==> config.mk <==
export PLATFORM = sky130hd
export DESIGN_NAME = first_match_route_table
export DESIGN_NICKNAME = d
export VERILOG_FILES = /design/src/hw/rtl/frt_pkg.sv /design/src/hw/rtl/first_match_route_table.sv /design/src/hw/rtl/frt_mem.sv /design/src/hw/rtl/frt_ctrl.sv
export VERILOG_INCLUDE_DIRS = /design/src /design/src/hw/rtl
export SDC_FILE = /design/constraint.sdc
export NUM_CORES = 2
export LEC_CHECK = 0
export BUFFER_PORTS_ARGS = -buffer_cell sky130_fd_sc_hd__buf_2
export CORE_ASPECT_RATIO = 1.25
export CORE_MARGIN = 4
export CORE_UTILIZATION = 35
export CTS_CLUSTER_DIAMETER = 120
export DETAILED_ROUTE_END_ITERATION = 8
export PLACE_DENSITY = 0.55
export SYNTH_ARGS = -nofsm -noshare
export SYNTH_HDL_FRONTEND = slang
export SYNTH_HIERARCHICAL = 1
export SYNTH_SLANG_ARGS = --single-unit
export TNS_END_PERCENT = 1
==> constraint.sdc <==
create_clock -name clk -period 17.9 [get_ports clk]
set_input_delay 2.685 -clock clk [delete_from_list [all_inputs] [get_ports clk]]
set_output_delay 2.685 -clock clk [all_outputs]
set_load 0.03 [all_outputs]
==> src/hw/rtl/first_match_route_table_assert.svh <==
//==============================================================================
// first_match_route_table_assert.svh
// Assertion macros used by the route table RTL.
//==============================================================================
`ifndef FIRST_MATCH_ROUTE_TABLE_ASSERT_SVH
`define FIRST_MATCH_ROUTE_TABLE_ASSERT_SVH

// same-cycle implication
`define FRT_ASSERT_IMP(label, clk, rst, ante, cons) \
  label: assert property (@(posedge clk) disable iff (rst) (ante) |-> (cons)) \
    else $error("route table assertion failed");

// next-cycle implication
`define FRT_ASSERT_NXT(label, clk, rst, ante, cons) \
  label: assert property (@(posedge clk) disable iff (rst) (ante) |=> (cons)) \
    else $error("route table assertion failed");

`endif

==> src/hw/rtl/frt_pkg.sv <==
//==============================================================================
// frt_pkg
// Types and codes of the first-match route table.
//==============================================================================
package frt_pkg;

  typedef enum logic [1:0] {
    OP_ADD    = 2'd0,
    OP_LOOKUP = 2'd1,
    OP_CLEAR  = 2'd2
  } opcode_t;

  typedef enum logic [1:0] {
    ST_OK    = 2'd0,
    ST_FULL  = 2'd1,
    ST_EMPTY = 2'd2
  } status_t;

  typedef enum logic [1:0] {
    S_IDLE,
    S_LOAD,
    S_SCAN,
    S_FINISH
  } state_t;

  typedef struct packed {
    logic [31:0] dest;
    logic [31:0] gateway;
    logic [31:0] mask;
    logic [7:0]  flags;
    logic [31:0] metric;
    logic [1:0]  port;
  } entry_t;

  typedef struct packed {
    status_t status;
    logic    matched;
    entry_t  entry;
  } result_t;

endpackage

==> src/hw/rtl/first_match_route_table.sv <==
//==============================================================================
// first_match_route_table
// Ordered route table with append, first-match lookup and clear.
//==============================================================================
// One command word is taken at a time. Add, clear, an unused opcode and a
// lookup on an empty table go from acceptance straight to the result state.
// A lookup scans from entry 0 and stops at the first matching entry (the last
// held entry if none matches): the entry store has a single read port and the
// scan compares one entry per cycle. Results sit in an output register, so a
// new command is taken while a result waits.
`include "first_match_route_table_assert.svh"

module first_match_route_table #(
  parameter int TABLE_DEPTH = 16
) (
  input  logic        clk,
  input  logic        rst,
  input  logic        in_valid,
  output logic        in_stall,
  input  logic [1:0]  opcode,
  input  logic [31:0] route_dest,
  input  logic [31:0] route_gateway,
  input  logic [31:0] route_mask,
  input  logic [7:0]  route_flags,
  input  logic [31:0] route_metric,
  input  logic [1:0]  route_port,
  input  logic [31:0] query_addr,
  output logic        out_valid,
  input  logic        out_stall,
  output logic [1:0]  status,
  output logic        matched,
  output logic [31:0] hit_dest,
  output logic [31:0] hit_gateway,
  output logic [31:0] hit_mask,
  output logic [7:0]  hit_flags,
  output logic [31:0] hit_metric,
  output logic [1:0]  hit_port
);
  import frt_pkg::*;

  localparam int ADDR_W  = (TABLE_DEPTH > 1) ? $clog2(TABLE_DEPTH) : 1;
  localparam int COUNT_W = $clog2(TABLE_DEPTH + 1);

  logic              wr_en;
  logic [ADDR_W-1:0] wr_addr;
  entry_t            wr_data;
  logic              rd_en;
  logic [ADDR_W-1:0] rd_addr;
  entry_t            rd_data;
  logic              res_valid;
  logic              res_ready;
  result_t           res;
  result_t           out_res;

  frt_mem #(
    .DEPTH  (TABLE_DEPTH),
    .ADDR_W (ADDR_W)
  ) u_mem (
    .clk     (clk),
    .wr_en   (wr_en),
    .wr_addr (wr_addr),
    .wr_data (wr_data),
    .rd_en   (rd_en),
    .rd_addr (rd_addr),
    .rd_data (rd_data)
  );

  frt_ctrl #(
    .DEPTH   (TABLE_DEPTH),
    .ADDR_W  (ADDR_W),
    .COUNT_W (COUNT_W)
  ) u_ctrl (
    .clk           (clk),
    .rst           (rst),
    .in_valid      (in_valid),
    .in_stall      (in_stall),
    .opcode        (opcode),
    .route_dest    (route_dest),
    .route_gateway (route_gateway),
    .route_mask    (route_mask),
    .route_flags   (route_flags),
    .route_metric  (route_metric),
    .route_port    (route_port),
    .query_addr    (query_addr),
    .wr_en         (wr_en),
    .wr_addr       (wr_addr),
    .wr_data       (wr_data),
    .rd_en         (rd_en),
    .rd_addr       (rd_addr),
    .rd_data       (rd_data),
    .res_valid     (res_valid),
    .res_ready     (res_ready),
    .res           (res)
  );

  // output word register
  assign res_ready = !out_valid || !out_stall;

  always_ff @(posedge clk) begin
    if (rst) begin
      out_valid <= 1'b0;
    end else if (res_valid && res_ready) begin
      out_valid <= 1'b1;
    end else if (!out_stall) begin
      out_valid <= 1'b0;
    end
  end

  always_ff @(posedge clk) begin
    if (res_valid && res_ready) begin
      out_res <= res;
    end
  end

  assign status      = out_res.status;
  assign matched     = out_res.matched;
  assign hit_dest    = out_res.entry.dest;
  assign hit_gateway = out_res.entry.gateway;
  assign hit_mask    = out_res.entry.mask;
  assign hit_flags   = out_res.entry.flags;
  assign hit_metric  = out_res.entry.metric;
  assign hit_port    = out_res.entry.port;

  `FRT_ASSERT_NXT(a_busy_after_accept, clk, rst, in_valid && !in_stall, in_stall)
  `FRT_ASSERT_IMP(a_no_accept_with_result, clk, rst, res_valid, in_stall)
  `FRT_ASSERT_IMP(a_out_from_result, clk, rst, $rose(out_valid), $past(res_valid))
  `FRT_ASSERT_IMP(a_full_no_hit, clk, rst, out_valid && status != ST_OK, !matched)

endmodule

==> src/hw/rtl/frt_mem.sv <==
//==============================================================================
// frt_mem
// Route entry store: one write port, one read port, registered read data.
//==============================================================================
module frt_mem #(
  parameter int DEPTH  = 16,
  parameter int ADDR_W = 4
) (
  input  logic                clk,
  input  logic                wr_en,
  input  logic [ADDR_W-1:0]   wr_addr,
  input  frt_pkg::entry_t     wr_data,
  input  logic                rd_en,
  input  logic [ADDR_W-1:0]   rd_addr,
  output frt_pkg::entry_t     rd_data
);
  import frt_pkg::*;

  entry_t mem [DEPTH];

  always_ff @(posedge clk) begin
    if (wr_en) begin
      mem[wr_addr] <= wr_data;
    end
  end

  always_ff @(posedge clk) begin
    if (rd_en) begin
      rd_data <= mem[rd_addr];
    end
  end

endmodule

==> src/hw/rtl/frt_ctrl.sv <==
//==============================================================================
// frt_ctrl
// Command sequencer: appends, clears and scans the entry store in order.
//==============================================================================
module frt_ctrl #(
  parameter int DEPTH   = 16,
  parameter int ADDR_W  = 4,
  parameter int COUNT_W = 5
) (
  input  logic                clk,
  input  logic                rst,
  input  logic                in_valid,
  output logic                in_stall,
  input  logic [1:0]          opcode,
  input  logic [31:0]         route_dest,
  input  logic [31:0]         route_gateway,
  input  logic [31:0]         route_mask,
  input  logic [7:0]          route_flags,
  input  logic [31:0]         route_metric,
  input  logic [1:0]          route_port,
  input  logic [31:0]         query_addr,
  output logic                wr_en,
  output logic [ADDR_W-1:0]   wr_addr,
  output frt_pkg::entry_t     wr_data,
  output logic                rd_en,
  output logic [ADDR_W-1:0]   rd_addr,
  input  frt_pkg::entry_t     rd_data,
  output logic                res_valid,
  input  logic                res_ready,
  output frt_pkg::result_t    res
);
  import frt_pkg::*;

  localparam logic [COUNT_W-1:0] FULL_COUNT = COUNT_W'(DEPTH);

  state_t             state, state_next;
  logic [1:0]         op;
  logic [31:0]        query;
  entry_t             new_entry;
  entry_t             pick;
  logic               pick_hit;
  logic [COUNT_W-1:0] count;
  logic [COUNT_W-1:0] chk_idx;
  logic [COUNT_W-1:0] nxt;
  logic               more;
  logic               hit;
  logic               scan_done;
  logic               full;

  assign nxt       = chk_idx + COUNT_W'(1);
  assign more      = nxt < count;
  assign hit       = ((query ^ rd_data.dest) & rd_data.mask) == 32'd0;
  assign full      = count == FULL_COUNT;
  assign scan_done = hit || !more;
  assign in_stall  = state != S_IDLE;
  assign wr_addr   = count[ADDR_W-1:0];
  assign wr_data   = new_entry;

  always_ff @(posedge clk) begin
    if (rst) begin
      state <= S_IDLE;
    end else begin
      state <= state_next;
    end
  end

  always_comb begin
    state_next = state;
    rd_en      = 1'b0;
    rd_addr    = chk_idx[ADDR_W-1:0];
    wr_en      = 1'b0;
    res_valid  = 1'b0;
    res        = '0;
    unique case (state)
      S_IDLE: begin
        if (in_valid) begin
          if (opcode == OP_LOOKUP && count != '0) begin
            state_next = S_LOAD;
          end else begin
            state_next = S_FINISH;
          end
        end
      end
      S_LOAD: begin
        rd_en      = 1'b1;
        state_next = S_SCAN;
      end
      S_SCAN: begin
        rd_en = 1'b1;
        if (more) begin
          rd_addr = nxt[ADDR_W-1:0];
        end
        if (scan_done) begin
          state_next = S_FINISH;
        end
      end
      S_FINISH: begin
        res_valid = 1'b1;
        unique case (op)
          OP_ADD: begin
            res.status = full ? ST_FULL : ST_OK;
            wr_en      = res_ready && !full;
          end
          OP_LOOKUP: begin
            if (count == '0) begin
              res.status = ST_EMPTY;
            end else begin
              res.status  = ST_OK;
              res.matched = pick_hit;
              res.entry   = pick;
            end
          end
          default: res.status = ST_OK;
        endcase
        if (res_ready) begin
          state_next = S_IDLE;
        end
      end
    endcase
  end

  always_ff @(posedge clk) begin
    if (state == S_IDLE && in_valid) begin
      op                <= opcode;
      query             <= query_addr;
      new_entry.dest    <= route_dest;
      new_entry.gateway <= route_gateway;
      new_entry.mask    <= route_mask;
      new_entry.flags   <= route_flags;
      new_entry.metric  <= route_metric;
      new_entry.port    <= route_port;
      chk_idx           <= '0;
    end
    if (state == S_SCAN) begin
      if (scan_done) begin
        pick     <= rd_data;
        pick_hit <= hit;
      end else begin
        chk_idx <= nxt;
      end
    end
  end

  always_ff @(posedge clk) begin
    if (rst) begin
      count <= '0;
    end else if (state == S_FINISH && res_ready) begin
      if (op == OP_ADD && !full) begin
        count <= count + COUNT_W'(1);
      end else if (op == OP_CLEAR) begin
        count <= '0;
      end
    end
  end

endmodule

==> impl_metrics.tcl <==
set metrics [dict create \
    outcome "complete, no violations" \
    critical_path_buf_inv_count 4 \
    timing.critical_path.fanout_max 99 \
    number_of_h_tree_levels 5 \
    ioPinCount 319 \
    core-area_um2 292000 \
    class_of_the_most_critical_setup_path "reg2reg" \
    vias_in_the_first_global_route 48900 \
    synthDominantCellAreaShare_pct 81.7 \
    port_buffers 318 \
    post-cts-setup-buffer-count 0 \
    grt_antenna_before_repair 39 \
    chipHeight_um 614 \
    placementRows 222 \
    dr_total_vias 47300 \
    reg2regPathDepth 15 \
    timing.final.crit_share_pct 36.3 \
    critPathArrivalTime_ns 7.07 \
    power.static_leakage_nw 36.7 \
    holdPathStages 0 \
    cp_cell_sequence "nand3_1 > xnor2_1 > ha_1 > a21o_1 > a21oi_1 > o21ai_0 > or2_2 > xnor2_2 > buf_4 > buf_12 > buf_4 > buf_4 > mux4_2 > a22oi_1 > nand2_1" \
    route.antenna.remaining_nets 0 \
    critPathSlowestCell "buf_4" \
    seq_area_frac_synth_pct 81.9 \
    worst_setup_margin_ns 11.41 \
    final_core_utilization_pct 40.5 \
    drt-initial-drc-count 4995 \
    synthesis.yosys.warnings 6 \
    detail_route.wl_per_cell_um 30.4 \
    post_drt_via_cell_ratio 5.26 \
    dp_slack_ns 10.68 \
    cts_buffer_depth 4 \
    critical_path.most_common_cell "buf_4" \
    grt-ovfl-total 0 \
    clkSlewWorstSetupHoldPaths_ns 0.06 \
    dominant_cells_by_area_after_synthesis "edfxtp_1 82%, mux4_2 11%, a22oi_1 1.9%, and2_1 0.89%, mux2_2 0.62%" \
    hpwl_um 143000 \
    worst_slew_margin_rel_pct 20.4 \
    synth-seq-cells 2811 \
    powerDensity_nw_per_um2 129 \
    max_clock_freq_mhz 154 \
    grt_setup_unrepaired "no" \
    post_synth_num_cell_types 42 \
    worstMarginPinSlew_ns 1.19 \
    num-nets-final 5053 \
    total_number_of_clock_tree_sinks 2811 \
    timing.hold.worst.class "reg2reg" \
    layout-drive-gt1-share_pct 28.0 \
    cts_root_buffer "clkbuf_16" \
    critical_path.top_delay_family "buffers and inverters" \
    clk_latency_ns 0.85 \
    die-width_um 493 \
    vdd_ir_drop_max_v 0.000112 \
    syn_to_final_growth_pct 15.2 \
    place_congestion 0.739 \
    route.detailed.drc 0 \
    totalNegativeSetupSlack_ns 0 \
    finalWorstPathRequiredPeriod_ns 6.49 \
    crit_cells 15 \
    cts_inserted_buffers 286 \
    capturing_element_type_of_the_critical_path "register" \
    grt_first_pass_wirelength_um 382000 \
    drt_pre_antenna_iters 5 \
    drv.max_cap_violation_count 0 \
    yosys.area.top_type "edfxtp_1" \
    cts_resized 0 \
    post_cts_hold_buffer_count 0 \
    average_size_of_a_mapped_cell_um2 23.5 \
    design.die.area_um2 303000 \
    start_kind "register" \
    tritoncts "yes" \
    worst_ep_required_ns 18.48 \
    effective_utilization_at_floorplan_pct 35.2 \
    finalHoldViolCount 0 \
    cpPeakStageDelay_ns 0.81 \
    route.final.wire_length_um 274000 \
    grt_max_degree 138 \
    gr-usage-all-layers_pct 17.7 \
    syn-instance-count 4375 \
    setup_viol 0 \
    clock-skew-final_ns 0.0655 \
    synthesis.nets 4562 \
    final-max-slew-violation-count 0 \
    synth_area_um2 103000 \
]
[cells in the mapped netlist (all sizes together)]
cell and number:
o22a 5, a21o 1, nand4b 1, a21oi 4
mux2i 24, nor2b 26, xnor2 3, nand2b 16
or2 2, clkbuf 72, edfxtp 2798, ha 11
nor2 30, buf 139, and2 146, o211ai 1
mux2 57, nand3 9, mux4 523, and3 1
inv 13, nor3b 1, o21ai 17, nand3b 2
a22oi 259, nor4 1, or3b 1, nand2 118
dfxtp 13, o221ai 17, a2bb2oi 1, xor2 35
a41oi 2, a221oi 13, a211oi 2, nor3 7
nand4 4
[cell type report]
type	instances	area, um^2
clock inverter	145	1340
tap	3920	4900
inverter	13	56.3
antenna	3	7.51
sequential	2811	84300
multi-input combinational	1340	17700
clock buffer	350	7710
fill	25500	174000
timing repair buffer	414	2470
[final timing paths]
check                                                 start                          end  slack (ns)
worst max register to register    u_ctrl/chk_idx[2]$_DFF_P_  u_mem/rd_data[62]$_DFFE_PP_       11.41
worst min-delay path            u_mem/rd_data[23]$_DFFE_PP_    u_ctrl/pick[23]$_DFFE_PP_        0.39
worst max-delay path              u_ctrl/chk_idx[2]$_DFF_P_  u_mem/rd_data[62]$_DFFE_PP_       11.41
worst min register to register  u_mem/rd_data[23]$_DFFE_PP_    u_ctrl/pick[23]$_DFFE_PP_        0.39
[report_power, final]
group	switching, W	internal [W]	leakage (nW)	total [W]
clock network	0.00246	0.00342	4.43	0.00588
logic	0.000701	0.000227	6.66	0.000928
registers	0.000487	0.00805	25.6	0.00853
total	0.00364	0.0117	36.7	0.0153
[cell families after synthesis]
| family | Yosys count | synth area share [%] |
|---|---|---|
| flip-flops | 2811 | 81.9 |
| buffers and inverters | 224 | 1.08 |
| AND/OR/NAND/NOR | 365 | 1.87 |
| multiplexers | 604 | 12.3 |
| adder cells (fa/ha/maj) | 11 | 0.134 |
| AO/OA/AOI/OAI | 322 | 2.35 |
| XOR/XNOR | 38 | 0.324 |
[layout by cell type (no fill, tap or decap), types with 3 or more instances in the layout]
cell type / n
edfxtp_1: 2798
mux4_2: 523
buf_2: 318
clkbuf_16: 300
a22oi_1: 259
and2_1: 144
nand2_1: 118
buf_4: 83
clkinv_1: 62
mux2_2: 57
clkbuf_1: 48
clkinv_2: 40
xor2_1: 33
bufinv_16: 25
mux2i_1: 24
nor2b_1: 20
o221ai_1: 17
nand2b_1: 16
o21ai_0: 15
nor2_4: 15
nor2_1: 13
dfxtp_1: 13
buf_12: 13
a221oi_1: 13
inv_1: 12
ha_1: 10
inv_6: 9
nand3_1: 9
clkinvlp_4: 6
o22a_1: 5
a21oi_1: 4
nor2b_4: 4
nand4_1: 4
nor3_2: 4
diode_2: 3
nor3_1: 3
[through the flow]
| step | power [W] | cells | hold WS (ns) | instance area [um^2] |
|---|---|---|---|---|
| finish | 0.0153 | 8996 | 0.386 | 118000 |
| detailed placement | 0.00963 | 8498 | 0.405 | 109000 |
| CTS | 0.0155 | 8993 | 0.385 | 118000 |
| global route | 0.0159 | 8994 | 0.396 | 118000 |
| floorplan | 0.00895 | 4375 | 0.400 | 103000 |
| global placement | 0.00961 | 8498 | 0.403 | 109000 |
[registers in the layout (all words and copies together), names as in the netlist]
signal,flops
u_mem/rd_data,138
u_ctrl/query,32
u_ctrl/count,5
u_ctrl/state,2
u_ctrl/pick,138
status,2
hit_metric,32
u_ctrl/op,2
u_ctrl/pick_hit,1
hit_port,2
hit_dest,32
out_valid,1
u_mem/mem,2208
hit_flags,8
u_ctrl/chk_idx,5
matched,1
hit_mask,32
hit_gateway,32
u_ctrl/wr_data,138
[layer usage]
layer / up-vias / track usage, % / routed length (um)
met2: 1676 / 29.6 / 135000
met5: - / 0 / 82
met3: 397 / 2.90 / 16900
met1: 25900 / 24.0 / 113000
met4: 14 / 5.15 / 8080
li1: 19400 / - / -
No activity file was read; power rests on OpenSTA's default activity.
